===== src/hw/rtl/sme_pkg.sv =====
// ----------------------------------------------------------------------------
// sme_pkg
// Shared types and constants for the stable matching engine.
// ----------------------------------------------------------------------------
package sme_pkg;

    // Width of every index and rank field on the ports.
    localparam int IDX_W = 4;
    // Width of the pair count register.
    localparam int NUM_W = 5;
    localparam int MAX_PAIRS_DEFAULT = 16;
    localparam logic [NUM_W-1:0] NUM_PAIRS_RESET = 5'd16;

    // Request opcodes. The unused opcode is accepted and ignored.
    localparam logic [1:0] OP_LOAD_PREF = 2'd0;
    localparam logic [1:0] OP_LOAD_RANK = 2'd1;
    localparam logic [1:0] OP_START     = 2'd2;
    localparam logic [1:0] OP_NONE      = 2'd3;

    typedef struct packed {
        logic [1:0]       opcode;
        logic [IDX_W-1:0] person;
        logic [IDX_W-1:0] position;
        logic [IDX_W-1:0] other;
    } in_item_t;

    typedef struct packed {
        logic [IDX_W-1:0] acceptor_index;
        logic [IDX_W-1:0] partner_index;
        logic             has_partner;
        logic             last_result;
    } out_item_t;

    typedef enum logic [2:0] {
        ST_IDLE,
        ST_SCAN,
        ST_LIST,
        ST_RANK,
        ST_EMIT
    } state_t;

endpackage


===== src/hw/rtl/sme_tables.sv =====
// ----------------------------------------------------------------------------
// sme_tables
// Preference list and rank memories, written by load requests, one
// registered read port each.
// ----------------------------------------------------------------------------
module sme_tables
    import sme_pkg::*;
#(
    parameter int MAX_PAIRS = MAX_PAIRS_DEFAULT
) (
    input  logic                            aclk,
    input  logic                            wr_en,
    input  in_item_t                        wr_item,
    input  logic [2*$clog2(MAX_PAIRS)-1:0]  list_addr,
    input  logic [2*$clog2(MAX_PAIRS)-1:0]  rank_addr,
    output logic [IDX_W-1:0]                list_q,
    output logic [IDX_W-1:0]                rank_q
);

    localparam int PW    = $clog2(MAX_PAIRS);
    localparam int DEPTH = 2 ** (2 * PW);
    localparam int CMP_W = IDX_W + PW + 1;

    logic [IDX_W-1:0] list_mem [DEPTH];
    logic [IDX_W-1:0] rank_mem [DEPTH];

    logic person_ok;
    logic position_ok;
    logic other_ok;

    // Loads outside the configured table size are dropped.
    assign person_ok   = CMP_W'(wr_item.person)   < CMP_W'(MAX_PAIRS);
    assign position_ok = CMP_W'(wr_item.position) < CMP_W'(MAX_PAIRS);
    assign other_ok    = CMP_W'(wr_item.other)    < CMP_W'(MAX_PAIRS);

    // Proposer preference list: row is the proposer, column the position.
    always_ff @(posedge aclk) begin
        if (wr_en && wr_item.opcode == OP_LOAD_PREF && person_ok && position_ok) begin
            list_mem[{PW'(wr_item.person), PW'(wr_item.position)}] <= wr_item.other;
        end
        list_q <= list_mem[list_addr];
    end

    // Acceptor rank table: row is the acceptor, column the proposer.
    always_ff @(posedge aclk) begin
        if (wr_en && wr_item.opcode == OP_LOAD_RANK && person_ok && position_ok
                && other_ok) begin
            rank_mem[{PW'(wr_item.person), PW'(wr_item.other)}] <= wr_item.position;
        end
        rank_q <= rank_mem[rank_addr];
    end

endmodule


===== src/hw/rtl/sme_core.sv =====
// ----------------------------------------------------------------------------
// sme_core
// Sequencer for deferred acceptance: walks proposers one offer at a time
// through a single rank compare, then streams out one result per acceptor.
// ----------------------------------------------------------------------------
module sme_core
    import sme_pkg::*;
#(
    parameter int MAX_PAIRS = MAX_PAIRS_DEFAULT
) (
    input  logic                            aclk,
    input  logic                            aresetn,
    input  logic [$clog2(MAX_PAIRS+1)-1:0]  n_eff,
    input  logic                            s_valid,
    output logic                            s_ready,
    input  in_item_t                        s_data,
    output logic                            m_valid,
    input  logic                            m_ready,
    output out_item_t                       m_data,
    output logic [2*$clog2(MAX_PAIRS)-1:0]  list_addr,
    output logic [2*$clog2(MAX_PAIRS)-1:0]  rank_addr,
    input  logic [IDX_W-1:0]                list_q,
    input  logic [IDX_W-1:0]                rank_q
);

    localparam int PW    = $clog2(MAX_PAIRS);
    localparam int CW    = $clog2(MAX_PAIRS + 1);
    localparam int CMP_W = IDX_W + CW;

    state_t state_reg, state_next;
    logic [CW-1:0] p_reg, p_next;
    logic [CW-1:0] e_reg, e_next;
    logic [PW-1:0] acc_reg, acc_next;
    logic          offered_reg, offered_next;
    logic [MAX_PAIRS-1:0] snap_reg, snap_next;
    logic          m_valid_reg, m_valid_next;
    out_item_t     m_data_reg, m_data_next;

    // Per-proposer and per-acceptor matching state.
    logic [CW-1:0]    nc_reg    [MAX_PAIRS];
    logic [MAX_PAIRS-1:0] matched_reg;
    logic [MAX_PAIRS-1:0] matched_upd;
    logic [MAX_PAIRS-1:0] holds_reg;
    logic [PW-1:0]    held_reg  [MAX_PAIRS];
    logic [IDX_W-1:0] hrank_reg [MAX_PAIRS];

    logic [PW-1:0] p_idx;
    logic [PW-1:0] e_idx;
    logic [PW-1:0] a_idx;
    logic          clear_all;
    logic          nc_inc;
    logic          win;

    assign p_idx = p_reg[PW-1:0];
    assign e_idx = e_reg[PW-1:0];
    assign a_idx = PW'(list_q);

    assign list_addr = {p_idx, nc_reg[p_idx][PW-1:0]};
    assign rank_addr = {a_idx, p_idx};

    assign s_ready = (state_reg == ST_IDLE);
    assign m_valid = m_valid_reg;
    assign m_data  = m_data_reg;

    // Sequencer registers.
    always_ff @(posedge aclk) begin
        if (!aresetn) begin
            state_reg   <= ST_IDLE;
            p_reg       <= '0;
            e_reg       <= '0;
            offered_reg <= 1'b0;
            m_valid_reg <= 1'b0;
        end else begin
            state_reg   <= state_next;
            p_reg       <= p_next;
            e_reg       <= e_next;
            offered_reg <= offered_next;
            m_valid_reg <= m_valid_next;
        end
    end

    // Payload registers.
    always_ff @(posedge aclk) begin
        acc_reg    <= acc_next;
        snap_reg   <= snap_next;
        m_data_reg <= m_data_next;
    end

    // Matched flags after a winning offer: the displaced proposer is freed.
    always_comb begin
        matched_upd = matched_reg;
        if (holds_reg[acc_reg]) begin
            matched_upd[held_reg[acc_reg]] = 1'b0;
        end
        matched_upd[p_idx] = 1'b1;
    end

    // Matching state: cleared at reset and at the start of every run.
    always_ff @(posedge aclk) begin
        if (!aresetn || clear_all) begin
            matched_reg <= '0;
            holds_reg   <= '0;
            for (int i = 0; i < MAX_PAIRS; i++) begin
                nc_reg[i]    <= '0;
                held_reg[i]  <= '0;
                hrank_reg[i] <= '0;
            end
        end else begin
            if (nc_inc) begin
                nc_reg[p_idx] <= nc_reg[p_idx] + CW'(1);
            end
            if (win) begin
                matched_reg        <= matched_upd;
                holds_reg[acc_reg] <= 1'b1;
                held_reg[acc_reg]  <= p_idx;
                hrank_reg[acc_reg] <= rank_q;
            end
        end
    end

    // Next state and outputs.
    always_comb begin
        state_next   = state_reg;
        p_next       = p_reg;
        e_next       = e_reg;
        acc_next     = acc_reg;
        offered_next = offered_reg;
        snap_next    = snap_reg;
        m_valid_next = m_valid_reg && !m_ready;
        m_data_next  = m_data_reg;
        clear_all    = 1'b0;
        nc_inc       = 1'b0;
        win          = 1'b0;

        case (state_reg)
            ST_IDLE: begin
                if (s_valid && s_data.opcode == OP_START) begin
                    clear_all    = 1'b1;
                    p_next       = n_eff;
                    offered_next = 1'b1;
                    state_next   = ST_SCAN;
                end
            end
            ST_SCAN: begin
                if (p_reg == n_eff) begin
                    // End of a round: start another only if someone offered.
                    if (offered_reg) begin
                        snap_next    = ~matched_reg;
                        p_next       = '0;
                        offered_next = 1'b0;
                    end else begin
                        e_next     = '0;
                        state_next = ST_EMIT;
                    end
                end else if (snap_reg[p_idx] && nc_reg[p_idx] < n_eff) begin
                    nc_inc       = 1'b1;
                    offered_next = 1'b1;
                    state_next   = ST_LIST;
                end else begin
                    p_next = p_reg + CW'(1);
                end
            end
            ST_LIST: begin
                // An offer to an acceptor outside the range is used up.
                if (CMP_W'(list_q) < CMP_W'(n_eff)) begin
                    acc_next   = a_idx;
                    state_next = ST_RANK;
                end else begin
                    p_next     = p_reg + CW'(1);
                    state_next = ST_SCAN;
                end
            end
            ST_RANK: begin
                // The held proposer keeps its place on equal rank.
                win        = !holds_reg[acc_reg] || rank_q < hrank_reg[acc_reg];
                p_next     = p_reg + CW'(1);
                state_next = ST_SCAN;
            end
            ST_EMIT: begin
                if (!m_valid_reg || m_ready) begin
                    m_valid_next                = 1'b1;
                    m_data_next.acceptor_index  = IDX_W'(e_reg);
                    m_data_next.has_partner     = holds_reg[e_idx];
                    m_data_next.partner_index   = holds_reg[e_idx] ?
                                                  IDX_W'(held_reg[e_idx]) : '0;
                    m_data_next.last_result     = (e_reg + CW'(1) == n_eff);
                    e_next                      = e_reg + CW'(1);
                    if (e_reg + CW'(1) == n_eff) begin
                        state_next = ST_IDLE;
                    end
                end
            end
            default: begin
                state_next = ST_IDLE;
            end
        endcase
    end

    // Matched proposers and holding acceptors are equal in number.
    a_match_count: assert property (@(posedge aclk) disable iff (!aresetn)
        $countones(holds_reg) == $countones(matched_reg))
        else $error("matched count differs from held count");

    // The proposer scan never runs past the pair count.
    a_scan_bound: assert property (@(posedge aclk) disable iff (!aresetn)
        state_reg == ST_SCAN |-> p_reg <= n_eff)
        else $error("proposer scan out of range");

    // A rank compare only happens for an acceptor in use.
    a_rank_acc: assert property (@(posedge aclk) disable iff (!aresetn)
        state_reg == ST_RANK |-> CW'(acc_reg) < n_eff)
        else $error("rank compare for acceptor out of range");

    // The last result names the last acceptor in use.
    a_last_index: assert property (@(posedge aclk) disable iff (!aresetn)
        m_valid_reg && m_data_reg.last_result |->
            m_data_reg.acceptor_index == IDX_W'(n_eff - CW'(1)))
        else $error("last flag on wrong acceptor");

endmodule


===== src/hw/rtl/stable_matching_engine.sv =====
// ----------------------------------------------------------------------------
// stable_matching_engine
// Stable matching by deferred acceptance over loaded preference tables.
// ----------------------------------------------------------------------------
// Usage:
//   Requests enter on s_valid/s_ready/s_data. A load preference or load rank
//   request writes one table entry; it gives no result.
//   A start request runs the matching over the first num_pairs proposers and
//   acceptors, then returns one result per acceptor on m_valid/m_ready/m_data,
//   in acceptor order, the final one flagged by last_result.
//   num_pairs is written on cfg_valid/cfg_ready/cfg_data while the block is
//   idle; 0 acts as 1 and values above MAX_PAIRS act as MAX_PAIRS.
// Timing:
//   Each offer passes the scan, list read, and rank read and compare steps, or
//   stops after the list read when the listed acceptor is out of use; each
//   skipped proposer and each round end take a scan step. With at most N*N
//   offers there are at most about N*N rounds, and the N results follow the
//   run. The single rank compare and the two registered table reads pace it.
//   s_ready is low from a start until the last result is loaded.
// Reset:
//   aresetn clears the sequencer and matching state and sets num_pairs to 16.
//   Table contents are kept and are only meaningful once loaded.
// Stalls:
//   The result register holds while m_ready is low and the sequencer waits.
// ----------------------------------------------------------------------------
module stable_matching_engine
    import sme_pkg::*;
#(
    parameter int MAX_PAIRS = MAX_PAIRS_DEFAULT
) (
    input  logic             aclk,
    input  logic             aresetn,
    input  logic             s_valid,
    output logic             s_ready,
    input  in_item_t         s_data,
    output logic             m_valid,
    input  logic             m_ready,
    output out_item_t        m_data,
    input  logic             cfg_valid,
    output logic             cfg_ready,
    input  logic [NUM_W-1:0] cfg_data
);

    localparam int PW    = $clog2(MAX_PAIRS);
    localparam int CW    = $clog2(MAX_PAIRS + 1);
    localparam int CMP_W = NUM_W + CW;

    logic [NUM_W-1:0] num_pairs_reg;
    logic [CW-1:0]    n_eff;
    logic [2*PW-1:0]  list_addr;
    logic [2*PW-1:0]  rank_addr;
    logic [IDX_W-1:0] list_q;
    logic [IDX_W-1:0] rank_q;

    assign cfg_ready = 1'b1;

    // Pair count register.
    always_ff @(posedge aclk) begin
        if (!aresetn) begin
            num_pairs_reg <= NUM_PAIRS_RESET;
        end else if (cfg_valid && cfg_ready) begin
            num_pairs_reg <= cfg_data;
        end
    end

    // Clamp the pair count into the supported range.
    always_comb begin
        if (num_pairs_reg == '0) begin
            n_eff = CW'(1);
        end else if (CMP_W'(num_pairs_reg) > CMP_W'(MAX_PAIRS)) begin
            n_eff = CW'(MAX_PAIRS);
        end else begin
            n_eff = CW'(num_pairs_reg);
        end
    end

    sme_tables #(
        .MAX_PAIRS (MAX_PAIRS)
    ) u_tables (
        .aclk      (aclk),
        .wr_en     (s_valid && s_ready),
        .wr_item   (s_data),
        .list_addr (list_addr),
        .rank_addr (rank_addr),
        .list_q    (list_q),
        .rank_q    (rank_q)
    );

    sme_core #(
        .MAX_PAIRS (MAX_PAIRS)
    ) u_core (
        .aclk      (aclk),
        .aresetn   (aresetn),
        .n_eff     (n_eff),
        .s_valid   (s_valid),
        .s_ready   (s_ready),
        .s_data    (s_data),
        .m_valid   (m_valid),
        .m_ready   (m_ready),
        .m_data    (m_data),
        .list_addr (list_addr),
        .rank_addr (rank_addr),
        .list_q    (list_q),
        .rank_q    (rank_q)
    );

endmodule


===== config.mk =====
export PLATFORM = sky130hd
export DESIGN_NAME = stable_matching_engine
export DESIGN_NICKNAME = d
export VERILOG_FILES = /design/src/hw/rtl/sme_pkg.sv /design/src/hw/rtl/sme_tables.sv /design/src/hw/rtl/sme_core.sv /design/src/hw/rtl/stable_matching_engine.sv
export SDC_FILE = /design/constraint.sdc
export NUM_CORES = 2
export LEC_CHECK = 0
export ABC_AREA = 1
export BUFFER_PORTS_ARGS = -buffer_cell sky130_fd_sc_hd__buf_2
export CORE_UTILIZATION = 40
export CTS_BUF_LIST = sky130_fd_sc_hd__clkbuf_8
export CTS_CLUSTER_DIAMETER = 40
export DETAILED_ROUTE_END_ITERATION = 12
export HOLD_SLACK_MARGIN = 0.15
export PLACE_DENSITY_LB_ADDON = 0.15
export SKIP_CTS_REPAIR_TIMING = 1
export SLEW_MARGIN = 40
export SYNTH_ARGS = -nofsm -noshare
export SYNTH_HDL_FRONTEND = slang
export SYNTH_SLANG_ARGS = --single-unit

===== constraint.sdc =====
create_clock -name aclk -period 10.05 [get_ports aclk]
set_clock_uncertainty 0.1 [all_clocks]
set_input_delay 1.5075 -clock aclk [delete_from_list [all_inputs] [get_ports aclk]]
set_output_delay 1.5075 -clock aclk [all_outputs]
set_load 0.01 [all_outputs]

# Word-level counts from Yosys, hierarchy flattened
# Memories as Yosys holds them, arrays and structs flattened. A register that Yosys moved wholly into a read port is not among the register bits.
# Cells that the tools add are included.
# totals
regBits	78
latchBits	0
mem_bits_rw	2256
rom_bits	0
word_cells	158
memories	5
# memory_table
name	depth	width	rd	rd_ports_with_merged_regs	wr	line_no	text
u_tables.list_mem	256	4	1	1	1	sme_tables.sv:24	logic [IDX_W-1:0] list_mem [DEPTH];
u_tables.rank_mem	256	4	1	1	1	sme_tables.sv:25	logic [IDX_W-1:0] rank_mem [DEPTH];
u_core.nc_reg	16	5	1	1	16	sme_core.sv:40	logic [CW-1:0] nc_reg [MAX_PAIRS];
u_core.held_reg	16	4	2	2	16	sme_core.sv:44	logic [PW-1:0] held_reg [MAX_PAIRS];
u_core.hrank_reg	16	4	1	1	16	sme_core.sv:45	logic [IDX_W-1:0] hrank_reg [MAX_PAIRS];
# classes
addsub	3
multipliers	0
div_mod_pow	0
order_cmp	11
n_eq_ne	18
shift	0
mux	70
bitwise	5
reduce_logical	33
# op_table
operator	n
two-way mux 5 bit	11
two-way mux 4 bit	9
two-way mux 1 bit	32
NOT 16 bit	2
bitwise OR 16 bit	2
< comparator 4 x 5 -> 1 bit (second input constant)	4
case mux 5 bit (4 select lines)	1
two-way mux 3 bit	6
bitwise AND 16 bit	1
two-way mux 16 bit	1
adder 5 x 1 -> 5 bit (second input constant)	3
case mux 3 bit (5 select lines)	1
binary-select mux 1 bit (select 4 bit)	3
demux 1 bit (select 4 bit)	3
>= comparator 4 x 1 -> 1 bit (second input constant)	3
== test 5 bit	2
case mux 5 bit (2 select lines)	1
AND reduction 5 bit	2
logical AND 1 bit	9
inequality test 2 x 1 -> 1 bit (second input constant)	4
OR reduction 4 bit	2
== test 3 x 2 -> 1 bit (second input constant)	2
inequality test 3 x 2 -> 1 bit (second input constant)	2
AND reduction 3 bit	2
other kinds (23)	32

# Depth between registers and ports, before layout
# logic_depth
depth_word	13
depth_mapped	24
depth_no_buf	21

# Cells and area by module
# Synthesis repeated with hierarchy kept, for this count alone.
# unflattened
cells_unflattened	9002
hier_area_um2	100368.8
# by_module_without_submodules
mod	n_inst	cells_per_inst	area_each_um2	seq_area_each_um2
sme_tables	1	7350	85328.1	61659.1
sme_core	1	1614	14805.4	8247.9
stable_matching_engine	1	38	235.2	100.1

# Worst setup path after synthesis
# OpenSTA, ideal clock, no wires.
# synth_timing
path_type	input -> register
from	input s_data[12] (netlist name)
to	memory u_core.held_reg[0][0] (netlist name) (enable)
arrival_ns	3.250
slack_ns	6.316
path_stages	7
cell_sequence	inv_1 nand3_1 o21ai_1 inv_1 clkbuf_1 nand4_1 o21ai_0
# synth_lines
item	line_no	text
from (decl)	stable_matching_engine.sv:35	input in_item_t s_data,
to (decl)	sme_core.sv:44	

==> results.sh <==
export IMPL_status="completed"
export IMPL_report_final_hold_viol_count=0
export IMPL_overflow=0
export IMPL_final_core_util_pct=44.8
export IMPL_final_nets=8833
export IMPL_grt_pass1_vias=68600
export IMPL_gp_congestion=0.851
export IMPL_synth_edff_count=2286
export IMPL_yosys_area_share_simple_pct=18.1
export IMPL_ys_warn_count=0
export IMPL_start_kind="register"
export IMPL_min_period_ns=5.42
export IMPL_num_rows=184
export IMPL_nFillCells=23300
export IMPL_drt_iter0_markers=6624
export IMPL_avgSynthCellArea_um2=11.5
export IMPL_synth_main_ff_cell="edfxtp_1"
export IMPL_dp_hpwl_um=171000
export IMPL_synth_most_common_cell="edfxtp_1"
export IMPL_syn_inst=8808
export IMPL_tns_ns=0
export IMPL_async_flop_share_pct=0
export IMPL_critPathArrivalTime_ns=6.28
export IMPL_drcViolationCount=0
export IMPL_avgViaCountPerCell=5.50
export IMPL_synth_common_cells="edfxtp_1 (2286), nand2_1 (1241), nor2_1 (1127)"
export IMPL_fin_crit_sh_pct=53.9
export IMPL_clock_sinks=2354
export IMPL_wl_um=301000
export IMPL_criticalPathCategory="register to register"
export IMPL_clock_fmax_mhz=185
export IMPL_netlist_top_cells_area="edfxtp_1 (68%), nand3_1 (5.0%), nand2_1 (4.6%), nor2_1 (4.2%), o21ai_0 (3.1%)"
export IMPL_synthAdderAreaFrac_pct=0.198
export IMPL_cts_path_max_buffers=4
export IMPL_grt_setup_unrepaired="no"
export IMPL_netlist_area_um2=101000
export IMPL_worstMarginPinSlew_ns=0.933
export IMPL_vias=68600
export IMPL_max_slew_margin_rel_pct=37.8
export IMPL_die_w_um=504
export IMPL_synth_seq_area_share_pct=69.4
export IMPL_syn_num_nets=8848
export IMPL_slew_violations=0
export IMPL_finalSetupViolations=0
export IMPL_synth_distinct_cells=54
export IMPL_root_buffer="clkbuf_8"
export IMPL_ir_drop_v=0.000173
export IMPL_coreArea_um2=251000
export IMPL_required_ns=10.92
export IMPL_hold_class="register to register"
export IMPL_synthMuxAreaShare_pct=0
export IMPL_endpoint_kind="register"
export IMPL_p_leak_nw=39.4
export IMPL_regToRegSetupSlack_ns=4.63
export IMPL_port_buffers=35
export IMPL_antenna_found_initial=11
export IMPL_path_clk_slew_ns=0.07
export IMPL_grt_pass1_wl_um=445000
export IMPL_worst_path_max_fanout=76
export IMPL_antenna_left=0
export IMPL_power_density_nw_per_um2=225
export IMPL_avgRoutedWirePerCell_um=24.1
export IMPL_area_delta_synth_final_pct=11.4
export IMPL_clock_latency_ns=1.11
export IMPL_synth_compound_area_share_pct=6.96
export IMPL_start_util_pct=40.2
export IMPL_dieArea_um2=254000
export IMPL_drive_above_1_share_pct=9.02
export IMPL_synth_xor_area_share_pct=0.135
export IMPL_die_h_um=504
export IMPL_synth_top_family_by_area="simple AND/OR/NAND/NOR gates"
export IMPL_grt_max_degree=171
export IMPL_netlist_area_leader_share_pct=68.0
export IMPL_yosysTopAreaCell="edfxtp_1"
export IMPL_io_pins=37
export IMPL_cts_tree="yes"
export IMPL_cts_inserted_buffers=420
export IMPL_dr_pass1_iters=6
export IMPL_h_tree_depth=5
export IMPL_timing_max_cap_violations=0
export IMPL_ys_ff_latch=2354
export IMPL_grtUsageTotal_pct=23.2
cells by family (layout without fill, tap and decap cells):
logic type      after synthesis  after routing
simple gates               3961           3961
other cells                   1              7
compound gates             1182           1182
xor+xnor                     13             13
flops                      2354           2354
buf+inv                    1281           1587
fa+ha+maj                    16             16
path summary, 6_finish.rpt:
| kind | start | to | cells past startpoint |
|---|---|---|---|
| max | register | u_tables.list_q[3]$_DFF_P_ | 24 |
| min | u_core.matched_reg[3]$_SDFFE_PP0P_ | u_core.snap_reg[3]$_DFFE_PP_ | 1 |
| max reg2reg | register | u_tables.list_q[3]$_DFF_P_ | 24 |
| min reg2reg | u_core.matched_reg[3]$_SDFFE_PP0P_ | u_core.snap_reg[3]$_DFFE_PP_ | 1 |
layout by cell type, fill, tap and decap left out, types with 64 or more instances in the layout:
cell type / count
nor2_1: 1119
clkbuf_8: 449
buf_4: 80
clkinv_1: 99
o21ai_0: 621
clkinv_2: 64
nor3_1: 64
nand3_1: 1015
edfxtp_1: 2286
a22oi_1: 258
inv_1: 758
a21oi_1: 131
nand2_1: 1219
nand3b_1: 413
area by class of cell:
cell class	instances	area (um^2)	share of cell area [%]
Tap cell	3348	4190	3.73
Antenna cell	6	15.0	0.0134
Clock inverter	305	2100	1.87
Timing Repair Buffer	159	1570	1.40
Multi-Input combinational cell	5173	25800	23.0
Clock buffer	438	6030	5.37
Inverter	685	2630	2.34
Sequential cell	2354	70000	62.3
per-layer routing:
layer	up-vias	global-route usage (%)	share of wire [%]
met5	-	0	0.0043
met4	2	7.24	2.8
met3	502	3.97	7.0
met2	2660	37.6	47
met1	34200	31.9	43
li1	31200	-	-
power by group:
group | switching, mW | total, mW | internal (mW)
clock network | 4.01 | 8.79 | 4.78
logic | 4.15 | 5.58 | 1.43
registers | 0.0772 | 10.9 | 10.8
total | 8.23 | 25.3 | 17.1
through the flow:
step | setup WS (ns) | power (mW) | hold WS (ns) | instances | area, um^2
2_1_floorplan | 6.32 | 14.7 | 0.306 | 8808 | 101000
3_3_place_gp | 4.47 | 16.6 | 0.336 | 11700 | 104000
3_5_place_dp | 4.62 | 16.7 | 0.335 | 11700 | 104000
4_1_cts | 4.60 | 25.4 | 0.346 | 12500 | 112000
5_1_grt | 4.14 | 26.4 | 0.366 | 12500 | 112000
6_report | 4.63 | 25.3 | 0.345 | 12500 | 112000
worst max-delay path, stage by stage (launching register included):
cell and delay, ns:
dfxtp_1 0.31, buf_4 0.34, inv_2 0.34, nand2_1 0.14
nand3_1 0.09, nand3_1 0.16, nand3_4 0.51, nand2_8 0.62
buf_16 0.33, buf_12 0.34, buf_16 0.31, buf_16 0.32
nand2_1 0.11, nand3_1 0.10, nand3_1 0.10, nand3_1 0.16
nand2_1 0.08, nand2_1 0.07, nand2_1 0.08, inv_1 0.06
nand2_1 0.10, nand2_1 0.10, nand2_1 0.08, inv_1 0.11
nand2_1 0.06
(Power assumes the default switching activity.)
